==> src/hw/rtl/ads_pkg.sv <==
// Shared types and constants for the alarm display sequencer.
// No dependencies; used by every module of the block.
package ads_pkg;

	// Sequencer state, one-hot
	typedef enum logic [4:0] {
		PH_IDLE  = 5'b00001,
		PH_HOLD  = 5'b00010,
		PH_BONUS = 5'b00100,
		PH_INT   = 5'b01000,
		PH_DEACT = 5'b10000
	} phase_t;

	// Phase codes as reported on the result
	localparam logic [2:0] PHC_IDLE  = 3'd0;
	localparam logic [2:0] PHC_HOLD  = 3'd1;
	localparam logic [2:0] PHC_BONUS = 3'd2;
	localparam logic [2:0] PHC_INT   = 3'd3;
	localparam logic [2:0] PHC_DEACT = 3'd4;

	// Panel visibility commands
	localparam logic [1:0] VIS_KEEP = 2'd0;
	localparam logic [1:0] VIS_HIDE = 2'd1;
	localparam logic [1:0] VIS_SHOW = 2'd2;

	// Configuration register indexes
	localparam logic [1:0] REG_HOLD_TIME    = 2'd0;
	localparam logic [1:0] REG_BONUS_TIME   = 2'd1;
	localparam logic [1:0] REG_AUTO_TIMEOUT = 2'd2;
	localparam logic [1:0] REG_NOTIFY_LEVEL = 2'd3;

	// Register reset values
	localparam logic [31:0] HOLD_TIME_RST    = 32'd2000;
	localparam logic [31:0] BONUS_TIME_RST   = 32'd1000;
	localparam logic [31:0] AUTO_TIMEOUT_RST = 32'd10000;
	localparam logic [7:0]  NOTIFY_LEVEL_RST = 8'd0;

	localparam int IN_BITS  = 44;
	localparam int IN_BYTES = 6;
	localparam int OUT_BITS = 8;

	typedef struct packed {
		logic [31:0] hold_time;
		logic [31:0] bonus_time;
		logic [31:0] auto_timeout;
		logic [7:0]  notify_level;
	} cfg_t;

	// Input item, last field in the lowest bits
	typedef struct packed {
		logic        dismiss;
		logic        shown_on;
		logic        head_is_data;
		logic [7:0]  head_priority;
		logic        head_valid;
		logic [31:0] now_time;
	} in_item_t;

	// Result item, last field in the lowest bits
	typedef struct packed {
		logic [2:0] phase;
		logic       deactivate;
		logic       drop_current;
		logic [1:0] visibility;
		logic       pop_head;
	} res_t;

	function automatic logic [2:0] phase_code(input phase_t ph);
		logic [2:0] code;
		code = PHC_IDLE;
		unique case (ph)
			PH_HOLD:  code = PHC_HOLD;
			PH_BONUS: code = PHC_BONUS;
			PH_INT:   code = PHC_INT;
			PH_DEACT: code = PHC_DEACT;
			default:  code = PHC_IDLE;
		endcase
		return code;
	endfunction

endpackage

==> src/hw/rtl/ads_cfg.sv <==
// Configuration register file of the alarm display sequencer.
// Depends on ads_pkg for register indexes, reset values and cfg_t.
module ads_cfg (
	input  logic              clk,
	input  logic              arst_n,
	input  logic              wr_en,
	input  logic [1:0]        wr_index,
	input  logic [31:0]       wr_data,
	output ads_pkg::cfg_t     cfg
);

	ads_pkg::cfg_t cfg_q;

	// Register writes, decoded by index
	always_ff @(posedge clk or negedge arst_n) begin
		if (!arst_n) begin
			cfg_q.hold_time    <= ads_pkg::HOLD_TIME_RST;
			cfg_q.bonus_time   <= ads_pkg::BONUS_TIME_RST;
			cfg_q.auto_timeout <= ads_pkg::AUTO_TIMEOUT_RST;
			cfg_q.notify_level <= ads_pkg::NOTIFY_LEVEL_RST;
		end else if (wr_en) begin
			unique case (wr_index)
				ads_pkg::REG_HOLD_TIME:    cfg_q.hold_time    <= wr_data;
				ads_pkg::REG_BONUS_TIME:   cfg_q.bonus_time   <= wr_data;
				ads_pkg::REG_AUTO_TIMEOUT: cfg_q.auto_timeout <= wr_data;
				ads_pkg::REG_NOTIFY_LEVEL: cfg_q.notify_level <= wr_data[7:0];
				default: ;
			endcase
		end
	end

	assign cfg = cfg_q;

endmodule

==> src/hw/rtl/ads_seq.sv <==
// Five-phase sequencer: state registers and the per-tick decision logic.
// Depends on ads_pkg for phase_t, in_item_t, res_t and cfg_t.
module ads_seq (
	input  logic                 clk,
	input  logic                 arst_n,
	input  logic                 adv,
	input  ads_pkg::in_item_t    item,
	input  ads_pkg::cfg_t        cfg,
	output ads_pkg::res_t        res
);

	ads_pkg::phase_t state_q, state_nxt;
	logic [31:0]     start_time_q;
	logic [7:0]      cur_priority_q;
	logic            cur_is_data_q;

	logic [31:0] elapsed;
	logic [32:0] bonus_end;
	logic        pop;
	logic [1:0]  vis;
	logic        drop;
	logic        deact;

	// Wrapping elapsed time; bonus window end kept at 33 bits
	assign elapsed   = item.now_time - start_time_q;
	assign bonus_end = {1'b0, cfg.hold_time} + {1'b0, cfg.bonus_time};

	// Decision logic for one tick
	always_comb begin
		state_nxt = state_q;
		pop       = 1'b0;
		vis       = ads_pkg::VIS_KEEP;
		drop      = 1'b0;
		deact     = 1'b0;
		unique case (state_q)
			ads_pkg::PH_HOLD: begin
				if (item.dismiss) begin
					state_nxt = ads_pkg::PH_DEACT;
				end else if (elapsed < cfg.hold_time) begin
					if (item.shown_on || cur_priority_q == cfg.notify_level) begin
						vis = ads_pkg::VIS_SHOW;
					end else begin
						drop      = cur_is_data_q;
						state_nxt = ads_pkg::PH_IDLE;
					end
				end else if (!item.head_valid) begin
					state_nxt = ads_pkg::PH_INT;
				end else if (item.head_priority <= cur_priority_q) begin
					drop      = cur_is_data_q;
					state_nxt = ads_pkg::PH_IDLE;
				end else begin
					state_nxt = ads_pkg::PH_BONUS;
				end
			end
			ads_pkg::PH_BONUS: begin
				if (item.dismiss) begin
					state_nxt = ads_pkg::PH_DEACT;
				end else if ({1'b0, elapsed} < bonus_end) begin
					if (item.shown_on) begin
						vis = ads_pkg::VIS_SHOW;
					end else begin
						drop      = cur_is_data_q;
						state_nxt = ads_pkg::PH_IDLE;
					end
				end else begin
					// window over by time: back to idle, no drop
					state_nxt = ads_pkg::PH_IDLE;
				end
			end
			ads_pkg::PH_INT: begin
				if (item.dismiss || elapsed >= cfg.auto_timeout) begin
					state_nxt = ads_pkg::PH_DEACT;
				end else if (item.shown_on) begin
					vis = ads_pkg::VIS_SHOW;
				end else begin
					drop      = cur_is_data_q;
					state_nxt = ads_pkg::PH_IDLE;
				end
			end
			ads_pkg::PH_DEACT: begin
				deact     = 1'b1;
				state_nxt = ads_pkg::PH_IDLE;
			end
			default: begin
				// idle: hide the panel, take the head if present
				vis       = ads_pkg::VIS_HIDE;
				state_nxt = ads_pkg::PH_IDLE;
				if (item.head_valid) begin
					pop       = 1'b1;
					state_nxt = ads_pkg::PH_HOLD;
				end
			end
		endcase
	end

	// State update, once per processed tick
	always_ff @(posedge clk or negedge arst_n) begin
		if (!arst_n) begin
			state_q        <= ads_pkg::PH_IDLE;
			start_time_q   <= '0;
			cur_priority_q <= '0;
			cur_is_data_q  <= 1'b0;
		end else if (adv) begin
			state_q <= state_nxt;
			if (pop) begin
				start_time_q   <= item.now_time;
				cur_priority_q <= item.head_priority;
				cur_is_data_q  <= item.head_is_data;
			end
		end
	end

	assign res.pop_head     = pop;
	assign res.visibility   = vis;
	assign res.drop_current = drop;
	assign res.deactivate   = deact;
	assign res.phase        = ads_pkg::phase_code(state_nxt);

endmodule

==> src/hw/rtl/alarm_display_sequencer_top.sv <==
// A tick accepted into the input register is evaluated when stage 1 advances,
// which loads its result onto m_axis_tdata. Throughput: one tick per cycle unless
// m_axis_tready stalls, set by the single input register and result register.
// Reset: arst_n clears the sequencer to idle, the registers to their defaults
// (hold 2000, bonus 1000, timeout 10000, notify level 0) and both stages to empty.
// Top level of the alarm display sequencer; uses ads_pkg, ads_cfg and ads_seq.
module alarm_display_sequencer_top (
	input  logic        clk,
	input  logic        arst_n,
	// tick stream
	input  logic        s_axis_tvalid,
	output logic        s_axis_tready,
	// [31:0] now_time, [32] head_valid, [40:33] head_priority,
	// [41] head_is_data, [42] shown_on, [43] dismiss, [47:44] zero
	input  logic [47:0] s_axis_tdata,
	// command stream
	output logic        m_axis_tvalid,
	input  logic        m_axis_tready,
	// [0] pop_head, [2:1] visibility, [3] drop_current, [4] deactivate, [7:5] phase
	output logic [7:0]  m_axis_tdata,
	// configuration writes
	input  logic        cfg_valid,
	output logic        cfg_ready,
	input  logic [1:0]  cfg_index,
	input  logic [31:0] cfg_data
);

	ads_pkg::cfg_t     cfg;
	ads_pkg::in_item_t item_s1;
	ads_pkg::res_t     res;
	logic              valid_s1;
	logic              adv;
	logic              out_valid_q;
	ads_pkg::res_t     out_data_q;

	assign cfg_ready = 1'b1;

	ads_cfg u_cfg (
		.clk      (clk),
		.arst_n   (arst_n),
		.wr_en    (cfg_valid),
		.wr_index (cfg_index),
		.wr_data  (cfg_data),
		.cfg      (cfg)
	);

	// Stage 1 advances when the result register is free or being drained
	assign adv           = valid_s1 && (!out_valid_q || m_axis_tready);
	assign s_axis_tready = !valid_s1 || adv;

	// Input register
	always_ff @(posedge clk or negedge arst_n) begin
		if (!arst_n) begin
			valid_s1 <= 1'b0;
		end else if (s_axis_tready) begin
			valid_s1 <= s_axis_tvalid;
		end
	end

	always_ff @(posedge clk) begin
		if (s_axis_tready && s_axis_tvalid) begin
			item_s1 <= s_axis_tdata[ads_pkg::IN_BITS-1:0];
		end
	end

	ads_seq u_seq (
		.clk    (clk),
		.arst_n (arst_n),
		.adv    (adv),
		.item   (item_s1),
		.cfg    (cfg),
		.res    (res)
	);

	// Result register
	always_ff @(posedge clk or negedge arst_n) begin
		if (!arst_n) begin
			out_valid_q <= 1'b0;
		end else if (adv) begin
			out_valid_q <= 1'b1;
		end else if (m_axis_tready) begin
			out_valid_q <= 1'b0;
		end
	end

	always_ff @(posedge clk) begin
		if (adv) begin
			out_data_q <= res;
		end
	end

	assign m_axis_tvalid = out_valid_q;
	assign m_axis_tdata  = out_data_q;

endmodule

==> config.mk <==
export PLATFORM = sky130hd
export DESIGN_NAME = alarm_display_sequencer_top
export DESIGN_NICKNAME = d
export VERILOG_FILES = /design/src/hw/rtl/ads_pkg.sv /design/src/hw/rtl/ads_cfg.sv /design/src/hw/rtl/ads_seq.sv /design/src/hw/rtl/alarm_display_sequencer_top.sv
export SDC_FILE = /design/constraint.sdc
export NUM_CORES = 1
export LEC_CHECK = 0
export BUFFER_PORTS_ARGS = -buffer_cell sky130_fd_sc_hd__clkbuf_2
export CORE_ASPECT_RATIO = 1.5
export CORE_MARGIN = 2
export CORE_UTILIZATION = 56
export CTS_BUF_LIST = sky130_fd_sc_hd__clkbuf_16
export CTS_CLUSTER_DIAMETER = 200
export CTS_CLUSTER_SIZE = 24
export DETAILED_ROUTE_END_ITERATION = 12
export PLACE_DENSITY = 0.78
export SLEW_MARGIN = 20
export SYNTH_ARGS = -nofsm -noshare
export SYNTH_HDL_FRONTEND = slang
export SYNTH_HIERARCHICAL = 1
export SYNTH_SLANG_ARGS = --single-unit
==> constraint.sdc <==
create_clock -name clk -period 4.8 [get_ports clk]
set_clock_uncertainty 0.1 [all_clocks]
set_input_delay 0.96 -clock clk [delete_from_list [all_inputs] [get_ports clk]]
set_output_delay 0.96 -clock clk [all_outputs]
set_load 0.005 [all_outputs]
==> results of run 1 <==
[stage by stage]
| stage | cell area (sq um) | setup slack [ns] | cells | hold WS [ns] |
|---|---|---|---|---|
| after floorplan | 13160 | 0.001884 | 1193 | 0.3538 |
| after global placement | 14990 | -0.5453 | 1728 | 0.3621 |
| after detailed placement | 14990 | -0.6258 | 1728 | 0.3827 |
| after CTS | 15730 | -0.2565 | 1762 | 0.4046 |
| after global routing | 16040 | -0.5624 | 1767 | 0.4186 |
| final | 16040 | -0.2841 | 1767 | 0.4025 |
[per-layer routing]
| layer | vias to the layer above | GRT usage, % | wire length [um] |
|---|---|---|---|
| li1 | 4816 | - | - |
| met1 | 4997 | 26.44 | 11760 |
| met2 | 249 | 50.06 | 17590 |
| met3 | 119 | 2.674 | 1003 |
| met4 | 0 | 11.41 | 1703 |
| met5 | - | 0 | 0 |
[placed cells by master (no fill, tap or decap), types with 42 or more instances in the layout]
master    count
dfrtp_1     134
nand2_1      45
edfxtp_1     52
ha_1        152
a21oi_1      69
inv_1       124
a21o_1       44
mux2_2      142
buf_4       161
nor2_1       42
clkbuf_2     91
[flip-flops by register name (all words and copies together) (netlist names)]
register	cells
valid_s1	1
u_seq/cur_priority_q	8
m_axis_tdata	8
u_cfg/cfg	104
u_seq/cur_is_data_q	1
u_seq/state_q	5
u_seq/start_time_q	32
item_s1	44
m_axis_tvalid	1
[cell families (layout without fill, tap and decap cells)]
| logic type | after synthesis | after routing | synth area share [%] |
|---|---|---|---|
| compound gates | 265 | 265 | 13.13 |
| xor+xnor | 67 | 67 | 4.518 |
| fa+ha+maj | 166 | 166 | 15.87 |
| buf+inv | 140 | 399 | 4.632 |
| flops | 204 | 204 | 40.96 |
| mux | 145 | 145 | 12.40 |
| other cells | 1 | 1 | 0.02851 |
| simple gates | 205 | 205 | 8.466 |
[power breakdown]
group	switching, mW	internal (mW)
sequential	0.247	2.20
combinational	4.00	3.88
clock	0.576	0.499
[final cells by class]
class	instances	area [sq um]	share of cell area (%)
Clock inverter	7	38.79	0.2418
Multi-Input combinational cell	849	7694	47.96
Tap cell	315	394.1	2.457
Clock buffer	13	325.3	2.028
Inverter	120	450.4	2.808
Sequential cell	204	5388	33.59
Timing Repair Buffer	259	1752	10.92
[final timing paths]
| kind | start | end | slack [ns] | depth (start not counted) |
|---|---|---|---|---|
| worst max-delay path | item_s1[0] | m_axis_tdata[3] | -0.28 | 27 |
| worst min-delay path | item_s1[41] | u_seq/cur_is_data_q | 0.40 | 1 |
| worst max register to register | item_s1[0] | m_axis_tdata[3] | -0.28 | 27 |
| worst min register to register | item_s1[41] | u_seq/cur_is_data_q | 0.40 | 1 |
| max in group asynchronous | arst_n | u_cfg/cfg[49] | 3.27 | 2 |
| min in group asynchronous | arst_n | u_cfg/cfg[65] | 0.48 | 1 |
[critical path, stage by stage (launching register included)]
cell and delay [ns]:
edfxtp_1 0.39, inv_2 0.08, ha_4 0.13, inv_2 0.04
fa_2 0.39, a21oi_2 0.15, nand4b_1 0.19, a211oi_2 0.11
o21a_1 0.22, o21ai_4 0.20, a21oi_4 0.10, a21oi_2 0.18
a21oi_2 0.10, a21o_1 0.20, a21oi_2 0.16, xnor2_2 0.11
buf_4 0.16, ha_1 0.29, nand2_1 0.11, nor3_2 0.19
a221oi_2 0.10, a221oi_1 0.26, o21a_1 0.18, o21ai_1 0.08
buf_4 0.16, a21oi_2 0.16, o22ai_1 0.11, and2_1 0.18
[timing repair]
action	4_1_cts	5_1_grt
gates resized for setup	59	48
pin swaps	49	49
gates cloned	0	0
buffers inserted	15	8
endpoints found under the setup margin	10	10
==> key figures, run 1 <==
Clocking
  – Htree depth: 1
  – Clock tree buffer depth: 3
  – Clock Pin Slew Worst Setup and Hold Paths: 0.10 ns
  – Clock Sink Count: 204
  – Number of hold buffers added after CTS: 0
  – CTS tree: built
  – Clk_lat worst skew: 0.48 ns
  – Root Driver: clkbuf_16
  – TritonCTS Buffers: 12

STA
  – Post-layout min period: 5.084 ns
  – Slew margin rel.: 23.10%
  – Setup ws final: -0.2841 ns
  – Setup violations, final: 9
  – Slew @ Worst Pin: 1.147 ns
  – Setup TNS: -1.488 ns
  – Final Hold Viols: 0
  – Unrepaired setup endpoints after global routing: true
  – Final cycle utilization of the critical path: 105.9%
  – F_max: 196.7 MHz
  – Fin. max-slew vios: 0

Run status
  – Outcome: finished, violations left
  – Failing checks: setup timing

Logic synthesis
  – Post-synthesis cell type count: 76
  – Post-synth ARST share: 74.51%
  – Cell Area, Synth: 13,150 sq um
  – Most common cell in the netlist: ha_1
  – Ys flop type: dfrtp_1
  – Largest area contributor in the netlist: dfrtp_1
  – Synth area leaders: dfrtp_1 25%, ha_1 15%, mux2_2 12%
  – Post-synth top area share: 25.49%
  – Post-synth EDFFs: 52
  – Yosys reg bits: 204
  – Syn. warnings: 6
  – Register area share after synthesis: 40.96%
  – Syn avg cell area: 11.03 sq um
  – Gate Count Post-Synth: 1,193
  – Post-synthesis net count: 1,444
  – Most common library cells after synthesis: 162 x ha_1, 142 x mux2_2, 134 x dfrtp_1, 120 x inv_1, 87 x a21oi_1

GRT
  – First-pass GRT wire length: 50,110 um
  – Number of global-route vias before repair: 10,610
  – Total grt overflow: 0
  – Largest net degree at the start of global routing: 101
  – Overall Global Routing Usage: 25.42%
  – Initial antenna violation count: 0

Floorplan
  – Core area: 23,060 sq um
  – # IOs: 98
  – Die ar.: 24,760 sq um
  – Die height: 191.7 um
  – Die Span X: 129.1 um
  – Starting density of the core: 57.05%
  – # rows: 68

Job
  – Max_cap viols: 0

Pwr
  – Worst VDD drop: 0.0003535 V
  – Pleak: 7.692 nW
  – Pwr per Cell Area: 710.6 nW/um^2
  – Total power: 11.40 mW

Worst setup path
  – WS Path Type: reg -> reg
  – Crit. End Element: flip-flop
  – Crit-path max FO: 3
  – Worst EP required: 4.93 ns
  – CP arrival: 5.22 ns
  – CP Launch Type: flip-flop

Drt
  – Vias: 10,180
  – Vias/cell: 5.762
  – Wire per inst: 18.14 um
  – Detailed Route Iter0 Violations: 368
  – First-pass detailed-route iteration total: 5
  – Routed Antenna Nets: 0
  – # DRC: 0
  – DRT Wirelength: 32,060 um

Place
  – Routability cong.: 0.8984
  – Hpwl dp: 23,290 um
  – IO buf count: 92

Final layout
  – Final core utilization: 69.57%
  – Area delta synth->final: 21.95%
  – Diodes inserted: 0
  – Nets: 1,697
  – Number of fill cells: 1,651
  – Share of layout cells above drive strength 1: 36.29%

Hold path
  – Hold Path Class: reg -> reg
(Power assumes the default switching activity.)
==> run 2, diff against run 1 <==
--- a/config.mk
+++ b/config.mk
@@ -8,12 +8,11 @@
 export BUFFER_PORTS_ARGS = -buffer_cell sky130_fd_sc_hd__clkbuf_2
 export CORE_ASPECT_RATIO = 1.5
 export CORE_MARGIN = 2
-export CORE_UTILIZATION = 56
+export CORE_UTILIZATION = 35
 export CTS_BUF_LIST = sky130_fd_sc_hd__clkbuf_16
 export CTS_CLUSTER_DIAMETER = 200
 export CTS_CLUSTER_SIZE = 24
 export DETAILED_ROUTE_END_ITERATION = 12
-export PLACE_DENSITY = 0.78
 export SLEW_MARGIN = 20
 export SYNTH_ARGS = -nofsm -noshare
 export SYNTH_HDL_FRONTEND = slang
==> key figures, run 2 (synthesized netlist as in run 1, its figures left out) <==
GRT
  – Total grt overflow: 0
  – Global routing usage on met1: 17.41%
  – Overall Global Routing Usage: 16.64%
  – Initial antenna violation count: 1
  – Number of global-route vias before repair: 10,270
  – First-pass GRT wire length: 51,830 um
  – Largest net degree at the start of global routing: 96
  – Met3 usage: 1.746%
  – Busiest layer in global routing: met2
  – Grt met2 use: 33.73%

Final layout
  – Post-route cell area: 16,340 sq um
  – Area delta synth->final: 24.24%
  – Commonest non-fill, non-tap cell in the layout: buf_4
  – Most frequent cells in the layout: 173 x buf_4, 155 x ha_1, 142 x mux2_2, 134 x dfrtp_1, 123 x inv_1
  – Max reg flops: 104
  – Nets: 1,705
  – Share of layout cells above drive strength 1: 37.40%
  – Final core utilization: 43.77%

STA
  – Final Hold Viols: 0
  – Final cycle utilization of the critical path: 107.2%
  – Setup violations, final: 8
  – F_max: 194.3 MHz
  – Unrepaired setup endpoints after global routing: true
  – Final hold slack: 0.3953 ns
  – Slew margin rel.: 37.60%
  – Slew @ Worst Pin: 0.9360 ns
  – Fin. max-slew vios: 0
  – Setup ws final: -0.3477 ns
  – Setup TNS: -1.850 ns
  – Post-layout min period: 5.148 ns

Place
  – Hpwl dp: 25,140 um
  – Routability cong.: 0.8758
  – Placed inst area: 15,320 sq um
  – IO buf count: 92

Worst setup path
  – Crit. End Element: flip-flop
  – CP arrival: 5.28 ns
  – Crit-path max FO: 3
  – WS Path Type: reg -> reg
  – CP Launch Type: flip-flop
  – Worst EP required: 4.94 ns

Clocking
  – CTS tree: built
  – Clock tree buffer depth: 3
  – Clock Pin Slew Worst Setup and Hold Paths: 0.10 ns
  – Htree depth: 1
  – Clk_lat worst skew: 0.48 ns
  – Root Driver: clkbuf_16
  – Clock Sink Count: 204
  – TritonCTS Buffers: 12

Floorplan
  – # IOs: 98
  – Die ar.: 39,180 sq um
  – Starting density of the core: 35.23%
  – Die height: 241.4 um
  – Core area: 37,340 sq um
  – # rows: 87
  – Die Span X: 162.3 um

Pwr
  – Total power: 11.16 mW
  – Pleak: 7.753 nW
  – Worst VDD drop: 0.0003646 V
  – Pwr per Cell Area: 682.8 nW/um^2

Drt
  – Vias: 9,794
  – Wire per inst: 16.65 um
  – # DRC: 0
  – Detailed Route Iter0 Violations: 306
  – Routed Antenna Nets: 0
  – Vias/cell: 5.023
  – DRT Wirelength: 32,460 um
  – First-pass detailed-route iteration total: 5

Run status
  – Failing checks: setup timing
  – Outcome: finished, violations left

Job
  – Max_cap viols: 0

Hold path
  – Hold Path Class: reg -> reg
[run 2: changes by cell type in the layout (fill, tap and decap cells not counted), moves of 3 or more]
| cell | previous run | this run |
|---|---|---|
| nand2_2 | 1 | 5 |
| buf_4 | 161 | 173 |
| ha_1 | 152 | 155 |
| nand2_1 | 45 | 42 |
| buf_6 | 6 | 2 |
[run 2: cell type report]
class,count,area [sq um]
antenna,1,2.502
clock buffer,13,325.3
clock inverter,7,38.79
fill,3488,21000
inverter,120,450.4
multi-input combinational,849,7729
sequential,204,5388
tap,489,611.8
timing repair buffer,267,1797
[run 2: final timing paths]
check	start	end	slack [ns]	cells past startpoint
worst min-delay path	item_s1[41]	u_seq/cur_is_data_q	0.40	1
worst max-delay path	item_s1[0]	m_axis_tdata[6]	-0.35	25
min in group asynchronous	arst_n	u_cfg/cfg[51]	0.46	1
max in group asynchronous	arst_n	u_seq/state_q[0]	3.19	2
worst min register to register	item_s1[41]	u_seq/cur_is_data_q	0.40	1
worst max register to register	item_s1[0]	m_axis_tdata[6]	-0.35	25
[run 2: per-layer routing]
| metal | share of wire (%) | up-vias |
|---|---|---|
| met1 | 38 | 4750 |
| met5 | 0 | - |
| met4 | 3.4 | 0 |
| li1 | - | 4827 |
| met3 | 2.6 | 59 |
| met2 | 56 | 158 |
[run 2: what timing repair did]
| action | in CTS | in global routing |
|---|---|---|
| endpoints found under the setup margin | 10 | 10 |
| resized for setup | 88 | 29 |
| buffers inserted | 10 | 6 |
| pin swaps | 49 | 50 |
| hold buffers | 0 | 0 |
[run 2: worst max-delay path, cell delays in order (launching register included)]
cell	delay [ns]
edfxtp_1	0.39
inv_2	0.09
ha_4	0.13
inv_2	0.04
fa_2	0.39
a21oi_2	0.15
nand4b_1	0.18
a211oi_2	0.11
o21a_1	0.20
buf_4	0.14
o21ai_2	0.13
nor2b_4	0.16
o21bai_1	0.08
a21oi_2	0.19
xnor2_2	0.18
ha_1	0.31
a21oi_1	0.14
o21ai_0	0.11
a221oi_2	0.40
buf_4	0.19
a2111oi_2	0.06
or3_4	0.42
buf_6	0.14
and4_1	0.19
a31oi_2	0.19
nand2_1	0.09
[run 2: power by group]
group	internal [mW]	total, mW	switching, mW	leakage, nW
Clock	0.499	1.09	0.594	0.199
Sequential	2.20	2.45	0.243	2.27
Combinational	3.81	7.62	3.81	5.28
[run 2: stage by stage]
stage | cells | worst slack [ns]
4_1_cts | 1944 | -0.2937
3_3_place_gp | 1917 | -0.7622
6_report | 1950 | -0.3477
5_1_grt | 1950 | -0.5338
3_5_place_dp | 1917 | -0.7839
2_1_floorplan | 1193 | 0.001884
